<file path="config.mk">
export PLATFORM = sky130hd
export DESIGN_NAME = integer_to_ascii_formatter
export DESIGN_NICKNAME = d
export VERILOG_FILES = /design/src/sv/i2a_pkg.sv /design/src/sv/i2a_dabble.sv /design/src/sv/integer_to_ascii_formatter.sv
export SDC_FILE = /design/constraint.sdc
export NUM_CORES = 1
export LEC_CHECK = 0
export ABC_AREA = 1
export BUFFER_PORTS_ARGS = -buffer_cell sky130_fd_sc_hd__buf_2
export CAP_MARGIN = 20
export CORE_AREA = 2 2 182 202
export CTS_CLUSTER_DIAMETER = 80
export CTS_CLUSTER_SIZE = 28
export DETAILED_ROUTE_END_ITERATION = 8
export DIE_AREA = 0 0 184 204
export PLACE_DENSITY_LB_ADDON = 0.25
export SYNTH_ARGS = -nofsm -noshare
export SYNTH_HDL_FRONTEND = slang
export SYNTH_SLANG_ARGS = --single-unit
</file>
<file path="constraint.sdc">
create_clock -name clock -period 12.67 [get_ports clock]
set_input_delay 0 -clock clock [delete_from_list [all_inputs] [get_ports clock]]
set_output_delay 0 -clock clock [all_outputs]
set_load 0.03 [all_outputs]
</file>
<file path="src/sv/i2a_pkg.sv">
// Shared constants, codes and the digit character lookup for the integer formatter.
`default_nettype none

package i2a_pkg;

   localparam int VALUE_W           = 64;
   localparam int DEC_DIGITS        = 20;
   localparam int BCD_W             = 4 * DEC_DIGITS;
   localparam int HEX_DIGITS        = 16;
   localparam int HEX_NARROW_DIGITS = 8;
   localparam int FW_W              = 6;
   localparam int CHAR_W            = 7;
   localparam int MAX_WIDTH_DEFAULT = 63;

   localparam int REQ_DATA_W = 72;
   localparam int REQ_USER_W = 4;
   localparam int RSP_DATA_W = 8;

   localparam logic [2:0] MODE_UDEC = 3'd0;
   localparam logic [2:0] MODE_SDEC = 3'd1;
   localparam logic [2:0] MODE_LHEX = 3'd2;
   localparam logic [2:0] MODE_UHEX = 3'd3;
   localparam logic [2:0] MODE_PTR  = 3'd4;

   localparam logic [CHAR_W-1:0] CH_ZERO    = 7'h30;
   localparam logic [CHAR_W-1:0] CH_SPACE   = 7'h20;
   localparam logic [CHAR_W-1:0] CH_MINUS   = 7'h2D;
   localparam logic [CHAR_W-1:0] CH_UPPER_A = 7'h41;
   localparam logic [CHAR_W-1:0] CH_LOWER_A = 7'h61;

   // Map one digit (0 to 15) to its ASCII character, upper or lower case letters.
   function automatic logic [CHAR_W-1:0] digit_char(input logic [3:0] nib, input logic upper);
      logic [CHAR_W-1:0] ch;
      logic [3:0]        off;
      off = nib - 4'd10;
      if (nib < 4'd10) begin
         ch = CH_ZERO + {3'b000, nib};
      end else if (upper) begin
         ch = CH_UPPER_A + {3'b000, off};
      end else begin
         ch = CH_LOWER_A + {3'b000, off};
      end
      return ch;
   endfunction

endpackage

`default_nettype wire

</file>
<file path="src/sv/i2a_dabble.sv">
// Iterative binary to BCD converter: one shift-and-adjust step per cycle.
`default_nettype none

module i2a_dabble (
   input  logic                        clock,
   input  logic                        reset,
   input  logic                        start,
   input  logic [i2a_pkg::VALUE_W-1:0] value,
   output logic                        done,
   output logic [i2a_pkg::BCD_W-1:0]   bcd
);

   localparam int CNT_W = $clog2(i2a_pkg::VALUE_W);

   logic [i2a_pkg::VALUE_W-1:0] bin_ff, bin_in;
   logic [i2a_pkg::BCD_W-1:0]   bcd_ff, bcd_in;
   logic [i2a_pkg::BCD_W-1:0]   adj;
   logic [CNT_W-1:0]            cnt_ff, cnt_in;
   logic                        run_ff, run_in;
   logic                        done_ff, done_in;

   always_comb begin
      // add 3 to every digit of five or more before the shift
      for (int d = 0; d < i2a_pkg::DEC_DIGITS; d++) begin
         adj[4*d +: 4] = (bcd_ff[4*d +: 4] >= 4'd5) ? bcd_ff[4*d +: 4] + 4'd3
                                                    : bcd_ff[4*d +: 4];
      end
      bin_in  = bin_ff;
      bcd_in  = bcd_ff;
      cnt_in  = cnt_ff;
      run_in  = run_ff;
      done_in = 1'b0;
      if (start) begin
         bin_in = value;
         bcd_in = '0;
         cnt_in = '0;
         run_in = 1'b1;
      end else if (run_ff) begin
         bin_in = {bin_ff[i2a_pkg::VALUE_W-2:0], 1'b0};
         bcd_in = {adj[i2a_pkg::BCD_W-2:0], bin_ff[i2a_pkg::VALUE_W-1]};
         cnt_in = cnt_ff + 1'b1;
         if (cnt_ff == '1) begin
            run_in  = 1'b0;
            done_in = 1'b1;
         end
      end
   end

   always_ff @(posedge clock) begin
      bin_ff <= bin_in;
      bcd_ff <= bcd_in;
      cnt_ff <= cnt_in;
      if (reset) begin
         run_ff  <= 1'b0;
         done_ff <= 1'b0;
      end else begin
         run_ff  <= run_in;
         done_ff <= done_in;
      end
   end

   assign done = done_ff;
   assign bcd  = bcd_ff;

endmodule

`default_nettype wire

</file>
<file path="src/sv/integer_to_ascii_formatter.sv">
// Top level of the integer formatter: request decode, sequencer and character output.
//
//  channel | direction | tdata                               | tuser      | tlast
//  req_    | in        | value, field_width, zero_fill       | mode, wide | -
//  rsp_    | out       | out_char                            | -          | last
//
// A decimal request runs the converter's 64 shifts, waits for its done flag, counts digits,
// then sends one character per cycle unless rsp_ stalls; hex and pointer go straight out.
// Reset: synchronous, active high; clears the sequencer and the output valid.
// Stalls: a stalled rsp_ side holds the current character; the next request is taken
// only after the last character has been loaded into the output register.
// Reserved modes (5 to 7) are taken and dropped without any item out.
`default_nettype none

module integer_to_ascii_formatter #(
   parameter int MAX_WIDTH = i2a_pkg::MAX_WIDTH_DEFAULT
) (
   input  logic                           clock,
   input  logic                           reset,
   input  logic                           req_tvalid,
   output logic                           req_tready,
   // [63:0] value, [69:64] field_width, [70] zero_fill, [71] zero
   input  logic [i2a_pkg::REQ_DATA_W-1:0] req_tdata,
   // [2:0] mode, [3] wide
   input  logic [i2a_pkg::REQ_USER_W-1:0] req_tuser,
   output logic                           rsp_tvalid,
   input  logic                           rsp_tready,
   // [6:0] out_char, [7] zero
   output logic [i2a_pkg::RSP_DATA_W-1:0] rsp_tdata,
   output logic                           rsp_tlast
);

   localparam int VW     = i2a_pkg::VALUE_W;
   localparam int FW     = i2a_pkg::FW_W;
   localparam int CW     = i2a_pkg::CHAR_W;
   localparam int ND_W   = $clog2(i2a_pkg::DEC_DIGITS + 1);
   localparam int DIDX_W = $clog2(i2a_pkg::DEC_DIGITS);
   localparam logic [FW-1:0]   MAX_W    = FW'(MAX_WIDTH);
   localparam logic [FW-1:0]   HEX_WIDE = FW'(i2a_pkg::HEX_DIGITS);
   localparam logic [FW-1:0]   HEX_NARR = FW'(i2a_pkg::HEX_NARROW_DIGITS);
   localparam logic [FW-1:0]   DEC_CNT  = FW'(i2a_pkg::DEC_DIGITS);
   localparam logic [ND_W-1:0] HEX_ND   = ND_W'(i2a_pkg::HEX_DIGITS);

   typedef enum logic [1:0] {
      ST_IDLE,
      ST_CONV,
      ST_COUNT,
      ST_EMIT
   } state_type;

   state_type state_ff, state_in;

   logic                  neg_ff, neg_in;
   logic                  upper_ff, upper_in;
   logic [CW-1:0]         pad_ch_ff, pad_ch_in;
   logic [FW-1:0]         width_ff, width_in;
   logic [ND_W-1:0]       nd_ff, nd_in;
   logic [FW-1:0]         pos_ff, pos_in;
   logic [i2a_pkg::BCD_W-1:0] digits_ff, digits_in;
   logic                  rsp_valid_ff, rsp_valid_in;
   logic [CW-1:0]         rsp_char_ff, rsp_char_in;
   logic                  rsp_last_ff, rsp_last_in;

   // request fields
   logic [2:0]    req_mode;
   logic          req_wide;
   logic [VW-1:0] req_value;
   logic [FW-1:0] req_fw;
   logic          req_zpad;

   logic          req_fire;
   logic          emit_fire;
   logic [FW-1:0] fw_sat;
   logic [VW-1:0] dec_val;
   logic          dec_neg;
   logic [VW-1:0] dec_mag;
   logic          hex_wide;
   logic [VW-1:0] hex_val;
   logic [FW-1:0] hex_width;
   logic          dab_start;
   logic          dab_done;
   logic [i2a_pkg::BCD_W-1:0] dab_bcd;
   logic [ND_W-1:0] cnt_nd;
   logic [FW-1:0]   field_len;
   logic [DIDX_W-1:0] dig_idx;
   logic [3:0]      dig_nib;

   assign req_mode  = req_tuser[2:0];
   assign req_wide  = req_tuser[3];
   assign req_value = req_tdata[VW-1:0];
   assign req_fw    = req_tdata[VW+FW-1:VW];
   assign req_zpad  = req_tdata[VW+FW];

   assign req_tready = (state_ff == ST_IDLE);
   assign req_fire   = req_tvalid && req_tready;
   assign emit_fire  = (state_ff == ST_EMIT) && (!rsp_valid_ff || rsp_tready);

   // saturate the field width, then work out both decimal and hex operands
   assign fw_sat = (req_fw > MAX_W) ? MAX_W : req_fw;

   always_comb begin
      if (req_wide) begin
         dec_val = req_value;
      end else if (req_mode == i2a_pkg::MODE_SDEC) begin
         dec_val = {{(VW/2){req_value[VW/2-1]}}, req_value[VW/2-1:0]};
      end else begin
         dec_val = {{(VW/2){1'b0}}, req_value[VW/2-1:0]};
      end
      dec_neg   = (req_mode == i2a_pkg::MODE_SDEC) && dec_val[VW-1];
      dec_mag   = dec_neg ? (VW'(0) - dec_val) : dec_val;
      hex_wide  = req_wide || (req_mode == i2a_pkg::MODE_PTR);
      hex_val   = hex_wide ? req_value : {{(VW/2){1'b0}}, req_value[VW/2-1:0]};
      hex_width = (fw_sat != '0) ? fw_sat : (hex_wide ? HEX_WIDE : HEX_NARR);
   end

   assign dab_start = req_fire && (req_mode inside {i2a_pkg::MODE_UDEC, i2a_pkg::MODE_SDEC});

   i2a_dabble u_dabble (
      .clock (clock),
      .reset (reset),
      .start (dab_start),
      .value (dec_mag),
      .done  (dab_done),
      .bcd   (dab_bcd)
   );

   // number of significant decimal digits, at least one
   always_comb begin
      cnt_nd = ND_W'(1);
      for (int d = 1; d < i2a_pkg::DEC_DIGITS; d++) begin
         if (dab_bcd[4*d +: 4] != 4'd0) begin
            cnt_nd = ND_W'(d + 1);
         end
      end
      field_len = (width_ff > FW'(cnt_nd)) ? width_ff : FW'(cnt_nd);
   end

   // current digit: only meaningful while the position lies below the digit count
   assign dig_idx = (pos_ff < DEC_CNT) ? pos_ff[DIDX_W-1:0] : '0;
   assign dig_nib = digits_ff[4*dig_idx +: 4];

   always_comb begin
      state_in     = state_ff;
      neg_in       = neg_ff;
      upper_in     = upper_ff;
      pad_ch_in    = pad_ch_ff;
      width_in     = width_ff;
      nd_in        = nd_ff;
      pos_in       = pos_ff;
      digits_in    = digits_ff;
      rsp_char_in  = rsp_char_ff;
      rsp_last_in  = rsp_last_ff;
      rsp_valid_in = rsp_valid_ff;
      if (rsp_tready) begin
         rsp_valid_in = 1'b0;
      end
      case (state_ff)
         ST_IDLE: begin
            if (req_fire) begin
               if (req_mode inside {i2a_pkg::MODE_UDEC, i2a_pkg::MODE_SDEC}) begin
                  neg_in    = dec_neg;
                  upper_in  = 1'b0;
                  pad_ch_in = req_zpad ? i2a_pkg::CH_ZERO : i2a_pkg::CH_SPACE;
                  width_in  = fw_sat;
                  state_in  = ST_CONV;
               end else if (req_mode inside {[i2a_pkg::MODE_LHEX : i2a_pkg::MODE_PTR]}) begin
                  // hex: digits are the nibbles themselves, higher places pad with zero
                  neg_in    = 1'b0;
                  upper_in  = (req_mode == i2a_pkg::MODE_UHEX);
                  pad_ch_in = i2a_pkg::CH_ZERO;
                  width_in  = hex_width;
                  nd_in     = HEX_ND;
                  pos_in    = hex_width - 1'b1;
                  digits_in = {{(i2a_pkg::BCD_W-VW){1'b0}}, hex_val};
                  state_in  = ST_EMIT;
               end
            end
         end
         ST_CONV: begin
            if (dab_done) begin
               state_in = ST_COUNT;
            end
         end
         ST_COUNT: begin
            digits_in = dab_bcd;
            nd_in     = cnt_nd;
            pos_in    = field_len - 1'b1;
            state_in  = ST_EMIT;
         end
         ST_EMIT: begin
            if (emit_fire) begin
               rsp_valid_in = 1'b1;
               if (neg_ff) begin
                  // sign goes out ahead of the padding
                  rsp_char_in = i2a_pkg::CH_MINUS;
                  rsp_last_in = 1'b0;
                  neg_in      = 1'b0;
               end else begin
                  rsp_char_in = (pos_ff >= FW'(nd_ff)) ? pad_ch_ff
                                                       : i2a_pkg::digit_char(dig_nib, upper_ff);
                  rsp_last_in = (pos_ff == '0);
                  if (pos_ff == '0) begin
                     state_in = ST_IDLE;
                  end else begin
                     pos_in = pos_ff - 1'b1;
                  end
               end
            end
         end
         default: begin
            state_in = ST_IDLE;
         end
      endcase
   end

   always_ff @(posedge clock) begin
      neg_ff      <= neg_in;
      upper_ff    <= upper_in;
      pad_ch_ff   <= pad_ch_in;
      width_ff    <= width_in;
      nd_ff       <= nd_in;
      pos_ff      <= pos_in;
      digits_ff   <= digits_in;
      rsp_char_ff <= rsp_char_in;
      rsp_last_ff <= rsp_last_in;
      if (reset) begin
         state_ff     <= ST_IDLE;
         rsp_valid_ff <= 1'b0;
      end else begin
         state_ff     <= state_in;
         rsp_valid_ff <= rsp_valid_in;
      end
   end

   assign rsp_tvalid = rsp_valid_ff;
   assign rsp_tdata  = {{(i2a_pkg::RSP_DATA_W-CW){1'b0}}, rsp_char_ff};
   assign rsp_tlast  = rsp_last_ff;

`ifndef NO_ASSERTIONS
   // the converter only finishes while the sequencer waits for it
   a_done_in_conv: assert property (@(posedge clock) disable iff (reset)
      dab_done |-> (state_ff == ST_CONV))
      else $error("converter finished outside the conversion state");

   // a valid request keeps the block busy on the next cycle
   a_busy_after_req: assert property (@(posedge clock) disable iff (reset)
      (req_fire && (req_mode <= i2a_pkg::MODE_PTR)) |=> !req_tready)
      else $error("block ready again straight after a valid request");

   // a minus sign is never the closing character
   a_minus_not_last: assert property (@(posedge clock) disable iff (reset)
      (rsp_tvalid && (rsp_tdata[CW-1:0] == i2a_pkg::CH_MINUS)) |-> !rsp_tlast)
      else $error("minus sign flagged as last character");
`endif

endmodule

`default_nettype wire
</file>
; ---- Word level (Yosys, flattened, before mapping)
; Cells that the tools add are included.
[word_totals]
ramBits = 0
romBits = 0
out_inout_bits = 11
ff_bits = 269
latch_bits = 0
n_memories = 0
elab_cells = 228
[classes]
n_div = 0
mul = 0
muxes = 94
shift = 1
bitwise = 1
n_lt_le_gt_ge = 27
add_sub_neg = 29
n_eq_ne = 16
reduce_logical = 44
[ops]
columns = cell, n
row1 = $mux W64, 6
row2 = $mux W80, 3
row3 = $pmux W80 S2, 1
row4 = $mux W5, 24
row5 = $ge A4 B3 Y1 const B, 20
row6 = $shiftx A80 B8 Y4, 1
row7 = $add A4 B2 Y4 const B, 19
row8 = $mux W4, 19
row9 = $reduce_bool A4 Y1, 19
row10 = $mux W6, 11
row11 = $sub A1 B64 Y64 const A, 1
row12 = $mux W7, 5
row13 = $pmux W6 S3, 1
row14 = $sub A6 B1 Y6 const B, 3
row15 = $mux W2, 8
row16 = $mux W1, 12
row17 = $pmux W5 S2, 1
row18 = $reduce_bool A2 Y1, 5
row19 = $ne A2 B1 Y1 const B, 4
row20 = $ne A2 B2 Y1 const B, 4
row21 = $pmux W2 S4, 1
row22 = $reduce_and A4 Y1, 2
row23 = $add A6 B4 Y7 const A, 1
row24 = $add A6 B5 Y7 const A, 1
row25 = other kinds (34), 40

; ---- Logic depth before layout (Yosys ltp)
[depth]
word_depth = 24
ltp_mapped = 37
ltp_nobuf = 37

; ---- Modules after synthesis
; From an unflattened synthesis, not the netlist that was laid out.
[unflattened]
hier_cells = 2140
hier_area_um2 = 16163.0
[modules_own_cells]
columns = mod, cells_per_inst, instances, seq_area_each_um2, area_per_inst_um2
row1 = integer_to_ascii_formatter, 1157, 1, 3303.2, 8640.8
row2 = i2a_dabble, 983, 1, 3683.5, 7522.2

; ---- Worst setup path before layout
; Ideal clock, no wire load.
[synth_path]
path_type = register to register
from = register state_ff[0]
to = register digits_ff[0] (netlist bit), enable pin
stages_incl_launch_ff = 8
slack_ps = 6687
arrival_ps = 5427
required_time_ps = 12113
period_less_slack_ps = 5983
path_cell_list = dfxtp_1 -> inv_1 -> ha_1 -> clkbuf_1 -> inv_1 -> clkbuf_1 -> clkbuf_1 -> a21oi_1
[synth_via]
elab_chain_len = 4
[synth_lines]
columns = element, line
row1 = start: declaration, integer_to_ascii_formatter.sv:51  ; state_type state_ff, state_in;
row2 = start signal: assignment, integer_to_ascii_formatter.sv:230  ; state_ff <= state_in;
row3 = $logic_not A2 Y1, "integer_to_ascii_formatter.sv:94, integer_to_ascii_formatter.sv:157"
row4 = $logic_and A1 B1 Y1, integer_to_ascii_formatter.sv:95  ; assign req_fire = req_tvalid && req_tready;
row5 = $ne A2 B1 Y1 (no line), n/a
row6 = $reduce_and A4 Y1 (no line) *, n/a
row7 = end signal: assignment, integer_to_ascii_formatter.sv:223  ; digits_ff <= digits_in;
row8 = end: declaration, integer_to_ascii_formatter.sv:59  ; logic [i2a_pkg::BCD_W-1:0] digits_ff, digits_in;
; Mark *: on every way between the ends. The rest lies on a longest branch, timed or not.
; A chain may end at the register's enable or synchronous reset.

; ---- Worst setup path in the final report
[layout_path]
from = register state_ff[0]
to = register u_dabble.bcd_ff, in the netlist u_dabble.bcd[38]
[layout_via]
elab_chain_len = 3
[layout_lines]
columns = element, line
row1 = $logic_not A2 Y1, integer_to_ascii_formatter.sv:94  ; assign req_tready = (state_ff == ST_IDLE);
row2 = $logic_and A1 B1 Y1, integer_to_ascii_formatter.sv:95
row3 = $logic_and A1 B1 Y1, integer_to_ascii_formatter.sv:116  ; assign dab_start = req_fire && (req_mode inside {i2a_pkg::MODE_UDEC, i2a_pkg::MODE_SDEC});
row4 = end signal: assignment, i2a_dabble.sv:51  ; bcd_ff <= bcd_in;
row5 = end: declaration, i2a_dabble.sv:16  ; logic [i2a_pkg::BCD_W-1:0] bcd_ff, bcd_in;
; Every way passes these cells.

==> results.py <==
metrics = {
    "sta": {
        "slew_headroom_pct": 26.03,
        "max_freq_mhz": 248.2,
        "final.min_clock_period_ps": 4029,
        "fin_setup_tns_ps": 0,
        "post-route-period-util_pct": 31.80,
        "fin_ws_ps": 8641,
        "final_hold_viol_count": 0,
        "maxSlewViolCount": 0,
        "rsz0062_at_grt": "false",
        "finalClockSkew_ps": 38.22,
        "final-setup-viol-count": 0,
        "hold_ws_ps": 14.48,
        "tightest_slew_ps": 1106,
    },
    "power": {
        "p_leak_nw": 7.280,
        "ir_worst_vdd_uv": 118.0,
        "p_per_area_nw_per_um2": 211.0,
        "total_power_mw": 3.761,
    },
    "synthesis": {
        "yosysWarningCount": 0,
        "synthesis.nets": 2087,
        "ys_ff_latch": 263,
        "syn-cell-area_um2": 15840,
        "yosysUniqueCellTypes": 63,
        "yosys.area.top_type": "edfxtp_1",
        "netlist_instances": 1942,
        "ys_seq_area_share_pct": 44.12,
        "yosys-top-cells-area": "edfxtp_1, dfxtp_1, nand2_1, o21ai_0, inv_1",
        "synth_top_cell_area_share_pct": 32.62,
        "syn_area_per_cell_um2": 8.154,
    },
    "detailed_routing": {
        "firstDrtPassIters": 5,
        "via_count": 13710,
        "routed_wl_mm": 45.30,
        "wl_per_cell_um": 18.03,
        "ant_nets": 0,
        "first_iter_violations": 1000,
        "viasPerCell": 5.457,
        "drc": 0,
    },
    "floorplan": {
        "core_area_um2": 35620,
        "dieHeight_um": 204,
        "die_area_um2": 37540,
        "start_util_pct": 44.45,
        "rows": 73,
        "pin_count": 91,
        "die_width_um": 184,
    },
    "worst_setup_path": {
        "cp.required_ps": 13110,
        "worst_ep_arrival_time_ps": 4470,
        "cp-end-kind": "flip-flop",
        "start_kind": "flip-flop",
        "critPathKind": "reg2reg",
        "cp_max_fo": 54,
    },
    "global_route": {
        "overflow": 0,
        "antenna_found_initial": 0,
        "grtUsageTotal_pct": 23.88,
        "grt_pass1_wl_mm": 70.70,
        "grt_max_degree": 87,
        "grt_pass1_vias": 13100,
    },
    "finish": {
        "final_cell_mix": "nand2_1, inv_1, o21ai_0, edfxtp_1, nor2_1",
        "antenna_cells": 0,
        "fillers": 3368,
        "nets": 2199,
        "drive_gt1_share_pct": 10.08,
        "area_delta_synth_final_pct": 12.56,
        "fin_area_um2": 17820,
        "final_common_cell": "nand2_1",
        "fin_util_pct": 50.04,
        "finalNonFillerCells": 2513,
    },
    "status": {
        "status": "completed",
    },
    "cts": {
        "cts_buffers": 15,
        "cts-resized-gates": 0,
        "clk_path_buf_depth": 3,
        "path_clk_slew_ps": 110,
        "clockRootBuffer": "clkbuf_16",
        "cts_tree": "done",
        "clk-insertion-delay-late_ps": 530,
        "clock_sinks": 263,
        "h-tree-depth": 1,
    },
    "placed_design": {
        "gp_congestion": 0.9252,
        "dpl-instance-area_um2": 16540,
        "place_inst": 2408,
        "hpwl_mm": 31.86,
        "dp_slack_ps": 8736,
        "portBuffers": 88,
    },
    "worst_hold_path": {
        "min_path_type": "in2reg",
    },
    "flow_run": {
        "cap_violations": 0,
    },
}
[cell usage after synthesis (all sizes together)]
library cell and instances:
edfxtp 172, conb 1, nand2 344, o211ai 26, dfxtp 91, xor2 70, inv 278, o21ai 243
o2bb2ai 10, a21boi 1, xnor2 6, clkbuf 49, o22ai 28, nand3 121, and3 1, o31ai 15
ha 65, o21a 1, o311ai 3, a32o 4, o32ai 3, nand4 16, a31oi 22, a22oi 2
nor4 10, a211oi 4, buf 35, a21oi 97, nand3b 1, a221oi 1, nor2 171, or2 27
o2111ai 1, clkinv 1, or4 1, nor3 20, o221ai 1
[metal layers]
metal  vias up  GRT usage [%]  wire [um]
li1       6746              -          -
met4         0          6.857       1092
met1      6479          31.57      19990
met5         -              0          0
met3        72          2.120       2071
met2       417          41.70      22150
[worst paths after layout]
path	endpoint	slack, ps	cells past startpoint	startpoint
worst min-delay path	digits_ff[31]	10	3	req_tdata[31]
worst max register to register	u_dabble.bcd[38]	8640	12	state_ff[0]
worst min register to register	u_dabble.bcd[0]	460	2	u_dabble.bin_ff[63]
worst max-delay path	u_dabble.bcd[38]	8640	12	state_ff[0]
[cell families (layout without fill, tap and decap cells)]
logic type,after synthesis,after routing,share of synthesized area (%)
simple gates,712,712,20.02
compound gates,462,462,17.29
buf+inv,363,484,9.205
flops,263,263,44.12
xor+xnor,76,76,4.204
fa+ha+maj,65,65,5.136
other cells,1,1,0.02368
[registers in the layout, summed over array words and instances, names as in the netlist]
name / count
digits_ff: 80
nd_ff: 5
neg_ff: 1
pad_ch_ff: 1
pos_ff: 6
rsp_char_ff: 7
rsp_tlast: 1
rsp_tvalid: 1
state_ff: 2
u_dabble.bcd: 80
u_dabble.bin_ff: 64
u_dabble.cnt_ff: 6
u_dabble.done: 1
u_dabble.run_ff: 1
upper_ff: 1
width_ff: 6
[worst max-delay path: stages (launching register included)]
cell,delay [ps]
dfxtp_1,410
inv_1,100
ha_1,280
inv_1,170
nor2_1,110
nand2_4,490
inv_1,120
buf_4,360
nor2_2,550
buf_4,470
inv_1,430
a21oi_1,270
o2bb2ai_1,130
[timing repair]
action                    4_1_cts  5_1_grt
buffers inserted                0        0
hold endpoints to repair       99        0
hold buffers                   78        0
[layout make-up]
class / instances / area, um^2 / area share (%)
Clock buffer: 18 / 396.6 / 2.225
Clock inverter: 8 / 96.34 / 0.5405
Inverter: 279 / 1050 / 5.890
Multi-Input combinational cell: 1316 / 7415 / 41.60
Sequential cell: 263 / 6987 / 39.20
Tap cell: 450 / 563.0 / 3.159
Timing Repair Buffer: 179 / 1316 / 7.385
[where the power goes]
group / total (mW) / internal (mW) / leakage [nW] / switching [mW]
combinational: 1.76 / 0.552 / 4.67 / 1.21
sequential: 1.43 / 1.28 / 2.37 / 0.154
clock: 0.562 / 0.241 / 0.240 / 0.321
Power figures use the tool's default switching activity.
